[src/rtl/core/cba_pkg.sv]
package cba_pkg;

    localparam int NUM_BLOCKS_DEF = 64;

    // scan window of the back end, in blocks per cycle
    localparam int CHUNK   = 8;
    localparam int CHUNK_W = 3;

    localparam int QUEUE_DEPTH = 2;
    localparam int QUEUE_AW    = $clog2(QUEUE_DEPTH);

    localparam int LEN_W  = 7;
    localparam int BLK_W  = 6;
    localparam int REQ_W  = 2;
    localparam int STAT_W = 2;
    localparam int DATA_W = 16;

    localparam logic [REQ_W-1:0] REQ_ALLOC = 2'd0;
    localparam logic [REQ_W-1:0] REQ_SET   = 2'd1;
    localparam logic [REQ_W-1:0] REQ_CLEAR = 2'd2;
    localparam logic [REQ_W-1:0] REQ_QUERY = 2'd3;

    localparam logic [STAT_W-1:0] ST_OK        = 2'd0;
    localparam logic [STAT_W-1:0] ST_BAD_COUNT = 2'd1;
    localparam logic [STAT_W-1:0] ST_NO_SPACE  = 2'd2;

    // classified operation handed from front to back
    localparam logic [2:0] OP_ALLOC = 3'd0;
    localparam logic [2:0] OP_BAD   = 3'd1;
    localparam logic [2:0] OP_SET   = 3'd2;
    localparam logic [2:0] OP_CLEAR = 3'd3;
    localparam logic [2:0] OP_QUERY = 3'd4;

    typedef struct packed {
        logic [2:0]       op;
        logic [LEN_W-1:0] len;
        logic [BLK_W-1:0] blk;
        logic             blk_ok;
    } t_cmd;

endpackage

[src/rtl/core/cba_front.sv]
module cba_front #(
    parameter int NUM_BLOCKS = cba_pkg::NUM_BLOCKS_DEF
) (
    input  logic                      i_valid,
    output logic                      o_ready,
    input  logic [cba_pkg::REQ_W-1:0] i_req_type,
    input  logic [cba_pkg::LEN_W-1:0] i_run_length,
    input  logic [cba_pkg::BLK_W-1:0] i_block_index,
    input  logic                      i_q_full,
    output logic                      o_q_push,
    output cba_pkg::t_cmd             o_q_cmd
);

    logic w_len_bad;

    assign o_ready  = !i_q_full;
    assign o_q_push = i_valid && !i_q_full;

    assign w_len_bad = (i_run_length == '0) || (32'(i_run_length) > NUM_BLOCKS);

    always_comb begin
        o_q_cmd.len    = i_run_length;
        o_q_cmd.blk    = i_block_index;
        o_q_cmd.blk_ok = 32'(i_block_index) < NUM_BLOCKS;
        case (i_req_type)
            cba_pkg::REQ_ALLOC: begin
                o_q_cmd.op = w_len_bad ? cba_pkg::OP_BAD : cba_pkg::OP_ALLOC;
            end
            cba_pkg::REQ_SET:   o_q_cmd.op = cba_pkg::OP_SET;
            cba_pkg::REQ_CLEAR: o_q_cmd.op = cba_pkg::OP_CLEAR;
            default:            o_q_cmd.op = cba_pkg::OP_QUERY;
        endcase
    end

endmodule

[src/rtl/core/cba_queue.sv]
module cba_queue (
    input  logic          i_clk,
    input  logic          i_rst_n,
    input  logic          i_push,
    input  cba_pkg::t_cmd i_cmd,
    output logic          o_full,
    output logic          o_valid,
    output cba_pkg::t_cmd o_cmd,
    input  logic          i_pop
);

    localparam int QD = cba_pkg::QUEUE_DEPTH;
    localparam int QA = cba_pkg::QUEUE_AW;
    localparam int CNT_W = $clog2(QD + 1);

    cba_pkg::t_cmd r_mem [QD];
    logic [QA-1:0]    r_wr_ptr;
    logic [QA-1:0]    r_rd_ptr;
    logic [CNT_W-1:0] r_count;

    logic w_push;
    logic w_pop;

    assign o_full  = r_count == CNT_W'(QD);
    assign o_valid = r_count != '0;
    assign o_cmd   = r_mem[r_rd_ptr];

    assign w_push = i_push && !o_full;
    assign w_pop  = i_pop && o_valid;

    always_ff @(posedge i_clk) begin
        if (!i_rst_n) begin
            r_wr_ptr <= '0;
            r_rd_ptr <= '0;
            r_count  <= '0;
        end else begin
            if (w_push) begin
                r_wr_ptr <= r_wr_ptr + QA'(1);
            end
            if (w_pop) begin
                r_rd_ptr <= r_rd_ptr + QA'(1);
            end
            if (w_push && !w_pop) begin
                r_count <= r_count + CNT_W'(1);
            end else if (w_pop && !w_push) begin
                r_count <= r_count - CNT_W'(1);
            end
        end
    end

    always_ff @(posedge i_clk) begin
        if (w_push) begin
            r_mem[r_wr_ptr] <= i_cmd;
        end
    end

endmodule

[src/rtl/core/cba_back.sv]
module cba_back #(
    parameter int NUM_BLOCKS = cba_pkg::NUM_BLOCKS_DEF
) (
    input  logic                       i_clk,
    input  logic                       i_rst_n,
    input  logic                       i_q_valid,
    input  cba_pkg::t_cmd              i_q_cmd,
    output logic                       o_q_pop,
    output logic                       o_valid,
    input  logic                       i_ready,
    output logic [cba_pkg::STAT_W-1:0] o_status,
    output logic [cba_pkg::BLK_W-1:0]  o_run_start,
    output logic                       o_block_busy
);

    localparam int CHUNK   = cba_pkg::CHUNK;
    localparam int CHUNK_W = cba_pkg::CHUNK_W;
    localparam int LEN_W   = cba_pkg::LEN_W;
    localparam int IDX_W   = $clog2(NUM_BLOCKS);
    localparam int NCHUNK  = (NUM_BLOCKS + CHUNK - 1) / CHUNK;
    localparam int CW      = (NCHUNK > 1) ? $clog2(NCHUNK) : 1;
    localparam int NPAD    = 2 ** CW;
    localparam int SW      = (IDX_W > cba_pkg::BLK_W) ? IDX_W : cba_pkg::BLK_W;
    localparam int EW      = (((CW + CHUNK_W) > LEN_W) ? (CW + CHUNK_W) : LEN_W) + 1;

    localparam logic [1:0] S_IDLE = 2'd0;
    localparam logic [1:0] S_SCAN = 2'd1;
    localparam logic [1:0] S_MARK = 2'd2;
    localparam logic [1:0] S_DONE = 2'd3;

    logic [1:0]                  r_state, n_state;
    logic [NUM_BLOCKS-1:0]       r_map, n_map;
    logic                        r_ovalid, n_ovalid;
    logic [cba_pkg::STAT_W-1:0]  r_status, n_status;
    logic [cba_pkg::BLK_W-1:0]   r_ostart, n_ostart;
    logic                        r_busy, n_busy;
    logic [LEN_W-1:0]            r_len, n_len;
    logic [CW-1:0]               r_pos, n_pos;
    logic [LEN_W-1:0]            r_run, n_run;
    logic [SW-1:0]               r_rstart, n_rstart;

    logic                        w_slot;
    logic [NPAD*CHUNK-1:0]       w_pad;
    logic [CHUNK-1:0]            w_chunk;
    logic [LEN_W-1:0]            w_run;
    logic                        w_hit;
    logic [CHUNK_W-1:0]          w_hit_k;
    logic [EW-1:0]               w_start;
    logic [EW-1:0]               w_lo;
    logic [EW-1:0]               w_hi;
    logic [NUM_BLOCKS-1:0]       w_mask;
    logic [SW-1:0]               w_blk_w;
    logic [IDX_W-1:0]            w_idx;

    assign o_valid      = r_ovalid;
    assign o_status     = r_status;
    assign o_run_start  = r_ostart;
    assign o_block_busy = r_busy;

    // output register can take a result this cycle
    assign w_slot = !r_ovalid || i_ready;

    assign w_blk_w = SW'(i_q_cmd.blk);
    assign w_idx   = w_blk_w[IDX_W-1:0];

    // blocks past the end read as used so no run crosses them
    always_comb begin
        w_pad = '1;
        w_pad[NUM_BLOCKS-1:0] = r_map;
    end

    assign w_chunk = w_pad[{r_pos, CHUNK_W'(0)} +: CHUNK];

    always_comb begin
        w_run   = r_run;
        w_hit   = 1'b0;
        w_hit_k = '0;
        for (int k = 0; k < CHUNK; k++) begin
            if (!w_hit) begin
                if (w_chunk[k]) begin
                    w_run = '0;
                end else begin
                    w_run = w_run + LEN_W'(1);
                    if (w_run == r_len) begin
                        w_hit   = 1'b1;
                        w_hit_k = CHUNK_W'(k);
                    end
                end
            end
        end
    end

    assign w_start = EW'({r_pos, w_hit_k}) + EW'(1) - EW'(r_len);

    assign w_lo = EW'(r_rstart);
    assign w_hi = w_lo + EW'(r_len);

    always_comb begin
        for (int i = 0; i < NUM_BLOCKS; i++) begin
            w_mask[i] = (EW'(i) >= w_lo) && (EW'(i) < w_hi);
        end
    end

    always_comb begin
        n_state  = r_state;
        n_map    = r_map;
        n_ovalid = r_ovalid && !i_ready;
        n_status = r_status;
        n_ostart = r_ostart;
        n_busy   = r_busy;
        n_len    = r_len;
        n_pos    = r_pos;
        n_run    = r_run;
        n_rstart = r_rstart;
        o_q_pop  = 1'b0;
        case (r_state)
            S_IDLE: begin
                if (i_q_valid) begin
                    if (i_q_cmd.op == cba_pkg::OP_ALLOC) begin
                        o_q_pop = 1'b1;
                        n_len   = i_q_cmd.len;
                        n_pos   = '0;
                        n_run   = '0;
                        n_state = S_SCAN;
                    end else if (w_slot) begin
                        o_q_pop  = 1'b1;
                        n_ovalid = 1'b1;
                        n_status = cba_pkg::ST_OK;
                        n_ostart = '0;
                        n_busy   = 1'b0;
                        case (i_q_cmd.op)
                            cba_pkg::OP_BAD: n_status = cba_pkg::ST_BAD_COUNT;
                            cba_pkg::OP_SET: begin
                                if (i_q_cmd.blk_ok) begin
                                    n_map[w_idx] = 1'b1;
                                end
                            end
                            cba_pkg::OP_CLEAR: begin
                                if (i_q_cmd.blk_ok) begin
                                    n_map[w_idx] = 1'b0;
                                end
                            end
                            cba_pkg::OP_QUERY: n_busy = i_q_cmd.blk_ok && r_map[w_idx];
                            default: ;
                        endcase
                    end
                end
            end
            S_SCAN: begin
                n_run = w_run;
                n_pos = r_pos + CW'(1);
                if (w_hit) begin
                    n_rstart = w_start[SW-1:0];
                    n_state  = S_MARK;
                end else if (r_pos == CW'(NCHUNK - 1)) begin
                    n_state = S_DONE;
                end
            end
            S_MARK: begin
                // OR is idempotent, so holding here under a stall is harmless
                n_map = r_map | w_mask;
                if (w_slot) begin
                    n_ovalid = 1'b1;
                    n_status = cba_pkg::ST_OK;
                    n_ostart = r_rstart[cba_pkg::BLK_W-1:0];
                    n_busy   = 1'b0;
                    n_state  = S_IDLE;
                end
            end
            S_DONE: begin
                if (w_slot) begin
                    n_ovalid = 1'b1;
                    n_status = cba_pkg::ST_NO_SPACE;
                    n_ostart = '0;
                    n_busy   = 1'b0;
                    n_state  = S_IDLE;
                end
            end
            default: n_state = S_IDLE;
        endcase
    end

    always_ff @(posedge i_clk) begin
        if (!i_rst_n) begin
            r_state  <= S_IDLE;
            r_map    <= '0;
            r_ovalid <= 1'b0;
        end else begin
            r_state  <= n_state;
            r_map    <= n_map;
            r_ovalid <= n_ovalid;
        end
    end

    always_ff @(posedge i_clk) begin
        r_status <= n_status;
        r_ostart <= n_ostart;
        r_busy   <= n_busy;
        r_len    <= n_len;
        r_pos    <= n_pos;
        r_run    <= n_run;
        r_rstart <= n_rstart;
    end

endmodule

[src/rtl/core/contiguous_block_allocator_core.sv]
// Channel   Dir  Handshake                        Payload
// s_axis    in   i_s_axis_tvalid/o_s_axis_tready  tdata: run_length, block_index
//                                                 tuser: req_type
// m_axis    out  o_m_axis_tvalid/i_m_axis_tready  tdata: status, run_start, block_busy
//
// The back end answers mark, free, query and bad-count requests from S_IDLE.
// An allocate makes the back end scan the map 8 blocks per cycle until the chunk
// that completes the run; it then marks the run (or flags no space) and posts
// the result.
// Reset clears the whole map at once; there is no clearing pass.
// The request queue keeps the input open while the back end scans or the
// output register waits on i_m_axis_tready, until the queue is full.
module contiguous_block_allocator_core #(
    parameter int NUM_BLOCKS = cba_pkg::NUM_BLOCKS_DEF
) (
    input  logic                       i_clk,
    input  logic                       i_rst_n,
    input  logic                       i_s_axis_tvalid,
    output logic                       o_s_axis_tready,
    input  logic [cba_pkg::DATA_W-1:0] i_s_axis_tdata,  // run_length[6:0], block_index[12:7]
    input  logic [cba_pkg::REQ_W-1:0]  i_s_axis_tuser,  // req_type[1:0]
    output logic                       o_m_axis_tvalid,
    input  logic                       i_m_axis_tready,
    output logic [cba_pkg::DATA_W-1:0] o_m_axis_tdata   // status[1:0], run_start[7:2],
                                                        // block_busy[8]
);

    logic                       w_q_full;
    logic                       w_q_push;
    cba_pkg::t_cmd              w_push_cmd;
    logic                       w_q_valid;
    cba_pkg::t_cmd              w_pop_cmd;
    logic                       w_q_pop;
    logic [cba_pkg::STAT_W-1:0] w_status;
    logic [cba_pkg::BLK_W-1:0]  w_run_start;
    logic                       w_block_busy;

    cba_front #(
        .NUM_BLOCKS(NUM_BLOCKS)
    ) u_front (
        .i_valid      (i_s_axis_tvalid),
        .o_ready      (o_s_axis_tready),
        .i_req_type   (i_s_axis_tuser),
        .i_run_length (i_s_axis_tdata[6:0]),
        .i_block_index(i_s_axis_tdata[12:7]),
        .i_q_full     (w_q_full),
        .o_q_push     (w_q_push),
        .o_q_cmd      (w_push_cmd)
    );

    cba_queue u_queue (
        .i_clk  (i_clk),
        .i_rst_n(i_rst_n),
        .i_push (w_q_push),
        .i_cmd  (w_push_cmd),
        .o_full (w_q_full),
        .o_valid(w_q_valid),
        .o_cmd  (w_pop_cmd),
        .i_pop  (w_q_pop)
    );

    cba_back #(
        .NUM_BLOCKS(NUM_BLOCKS)
    ) u_back (
        .i_clk       (i_clk),
        .i_rst_n     (i_rst_n),
        .i_q_valid   (w_q_valid),
        .i_q_cmd     (w_pop_cmd),
        .o_q_pop     (w_q_pop),
        .o_valid     (o_m_axis_tvalid),
        .i_ready     (i_m_axis_tready),
        .o_status    (w_status),
        .o_run_start (w_run_start),
        .o_block_busy(w_block_busy)
    );

    assign o_m_axis_tdata = {7'd0, w_block_busy, w_run_start, w_status};

endmodule
[config.mk]
export PLATFORM = sky130hd
export DESIGN_NAME = contiguous_block_allocator_core
export DESIGN_NICKNAME = d
export VERILOG_FILES = /design/src/rtl/core/cba_pkg.sv /design/src/rtl/core/cba_front.sv /design/src/rtl/core/cba_queue.sv /design/src/rtl/core/cba_back.sv /design/src/rtl/core/contiguous_block_allocator_core.sv
export SDC_FILE = /design/constraint.sdc
export NUM_CORES = 1
export LEC_CHECK = 0
export BUFFER_PORTS_ARGS = -buffer_cell sky130_fd_sc_hd__buf_2
export CORE_ASPECT_RATIO = 1.75
export CORE_MARGIN = 1.5
export CORE_UTILIZATION = 30
export CTS_CLUSTER_SIZE = 10
export DETAILED_ROUTE_END_ITERATION = 10
export PLACE_DENSITY_LB_ADDON = 0.08
export SYNTH_ARGS = -nofsm -noshare
export SYNTH_HDL_FRONTEND = slang
export SYNTH_HIERARCHICAL = 1
export SYNTH_SLANG_ARGS = --single-unit
[constraint.sdc]
create_clock -name i_clk -period 22.8 [get_ports i_clk]
set_input_delay 3.42 -clock i_clk [delete_from_list [all_inputs] [get_ports i_clk]]
set_output_delay 3.42 -clock i_clk [all_outputs]
set_load 0.005 [all_outputs]
==> flow_metrics.py <==
metrics = {
    "cts": {
        "root_buffer": "clkbuf_16",
        "ctsLongestPathBuffers": 2,
        "cts_max_level": 4,
        "hold_buffers": 0,
        "cts_tree": "built",
        "cts_setup_buffers": 0,
        "cts.sinks": 138,
        "cts-resized-gates": 0,
        "worstSkewPairLatency_ns": 0.44,
        "clk_pin_slew_worst_paths_ns": 0.06,
        "cts_inserted_buffers": 17,
    },
    "power_and_ir_drop": {
        "p_comb_frac": 0.728,
        "seqPwrFrac": 0.157,
        "p_int_mw": 1.05,
        "p_sw_mw": 1.21,
        "clkPwrFrac": 0.115,
        "swShare": 0.535,
        "power.density_nw_per_um2": 162,
        "cellLeakagePower_nw": 4.86,
        "ir_drop_uv": 61.8,
    },
    "routing": {
        "wl_per_cell_microns": 27.4,
        "finalWirelength_mm": 57.9,
        "drc": 0,
        "routed_via_density": 6.13,
        "dr.pass1.iters": 6,
        "drt_iter0_markers": 993,
        "ant_nets": 0,
        "vias": 13000,
    },
    "worst_setup_path": {
        "critical_path_class": "flop to flop",
        "startpoint_type": "flop",
        "cpLargestDelayFamily": "compound AO/OA/AOI/OAI gates",
        "crit_buf_inv": 5,
        "crit_path_frequent_cell": "ha_1",
        "arrival_ns": 13.82,
        "path_max_fanout": 18,
        "slowest_stage": "edfxtp_1",
        "cp.required_ns": 22.98,
        "slowest_delay_ns": 0.97,
        "critPathCaptureType": "flop",
    },
    "floorplanning": {
        "start_util": 0.304,
        "coreArea_sq_um": 42500,
        "die_h_microns": 278,
        "ios": 40,
        "die_w_microns": 160,
        "dieArea_sq_um": 44400,
        "rows": 100,
    },
    "yosys": {
        "yosysUniqueCellTypes": 108,
        "yosysWarnings": 6,
        "seq_area_frac_synth": 0.265,
        "synth_most_common_cell": "a21oi_1",
        "syn_area_per_cell_sq_um": 8.18,
        "synthTopCellsByCount": "a21oi_1 (164), nor2_1 (145), nand2_1 (127)",
        "ys_ff_latch": 138,
        "synth_area_leaders": "edfxtp_1 (15%), dfxtp_1 (11%), a21oi_1 (6.3%)",
        "synth_top_area_frac": 0.153,
        "async_reset_ff_frac": 0,
        "synth_cells": 1582,
        "synth_enable_flop_cells": 66,
        "netlist_area_sq_um": 12900,
        "synth_ff_type": "dfxtp_1",
        "yosys.area.top_type": "edfxtp_1",
    },
    "finish": {
        "nets": 1592,
        "antenna_cells": 0,
        "drive_gt1_frac": 0.143,
        "post-route-util": 0.329,
        "finish.instance_area_sq_um": 14000,
        "syn_to_final_growth_pct": 8.11,
    },
    "grt": {
        "antenna_found_initial": 0,
        "overflow": 0,
        "grt_pass1_wl_mm": 84.3,
        "grt_pass1_vias": 12700,
        "grt_max_degree": 74,
        "grtUsageTotal": 0.258,
    },
    "placement": {
        "hpwl_mm": 44.5,
        "port_buffers": 29,
        "post_dp_cell_area_sq_um": 13400,
        "place_congestion": 0.931,
    },
    "timing": {
        "slew_headroom": 0.141,
        "final.setup.tns_ns": 0,
        "hold_violations": 0,
        "rsz0062_at_grt": "no",
        "tightest_slew_ns": 1.29,
        "maxSlewViolCount": 0,
        "final.period_utilization": 0.598,
        "fin_crit_ns": 13.64,
        "finClkSkew_ns": 0.00640,
        "max_freq_mhz": 73.3,
        "setup_viol": 0,
    },
    "run": {
        "max_cap_violations": 0,
    },
    "status": {
        "outcome": "finished, final reports clean",
    },
    "worst_hold_path": {
        "hp-class": "flop to flop",
    },
}
[worst min-delay path: stages (launching register included)]
cell and delay (ns):
dfxtp_1 0.33, inv_1 0.06, a21oi_1 0.05
[cells in the final DEF, fill, tap and decap left out, drive strengths merged, types with 29 or more instances in the layout]
cell type	n
a21oi	166
buf	56
dfxtp	72
edfxtp	66
inv	40
mux2	29
nand2	127
nand3	62
nor2	148
nor3	39
o21ai	91
o221a	30
xnor2	59
[stage by stage]
stage | hold WS [ns] | power (mW) | std cells | setup WS (ns)
after floorplan | 0.433 | 1.57 | 1588 | 12.18
after detailed placement | 0.475 | 1.99 | 2082 | 9.28
after global routing | 0.526 | 2.43 | 2114 | 8.33
after CTS | 0.485 | 2.26 | 2114 | 9.23
after global placement | 0.472 | 1.98 | 2082 | 9.37
final | 0.481 | 2.26 | 2114 | 9.16
[logic make-up after synthesis]
family | after synthesis | synth area share
multiplexers | 76 | 0.0851
flip-flops | 138 | 0.265
buffers and inverters | 162 | 0.0564
AO/OA/AOI/OAI | 528 | 0.281
XOR/XNOR | 75 | 0.0540
adder cells (fa/ha/maj) | 30 | 0.0302
AND/OR/NAND/NOR | 571 | 0.228
other | 2 | 0.000581
[layout make-up]
| type | count | area [sq um] |
|---|---|---|
| multi-input cells | 1288 | 8820 |
| repair buffers | 56 | 348 |
| fillers | 4564 | 28600 |
| clock buffers | 18 | 429 |
| inverters | 39 | 146 |
| flip-flops and latches | 138 | 3420 |
| well taps | 561 | 702 |
| clock inverters | 14 | 116 |
[worst paths after layout]
check | startpoint | end | slack [ns] | depth (start not counted)
setup / recovery | u_back/r_pos[2] | u_back/r_rstart[5] | 9.16 | 43
hold / removal | flop | flop | 0.48 | 2
setup reg to reg | u_back/r_pos[2] | u_back/r_rstart[5] | 9.16 | 43
hold reg to reg | flop | flop | 0.48 | 2
[per-layer routing]
layer	GRT usage	part of all wire	routed length (microns)	vias to the layer above
met3	0.0224	0.031	1800	154
met4	0.212	0.090	5230	0
li1	-	-	-	5958
met5	0	0	0	-
met2	0.487	0.54	31100	458
met1	0.253	0.34	19800	6380
[power groups by stage]
stage	sequential [mW]	clock, mW	combinational, mW
CTS	0.355	0.266	1.64
floorplan	0.329	0	1.24
finish	0.354	0.261	1.65
global placement	0.359	0	1.62
global route	0.359	0.277	1.79
detailed placement	0.359	0	1.63
(Power assumes the default switching activity.)
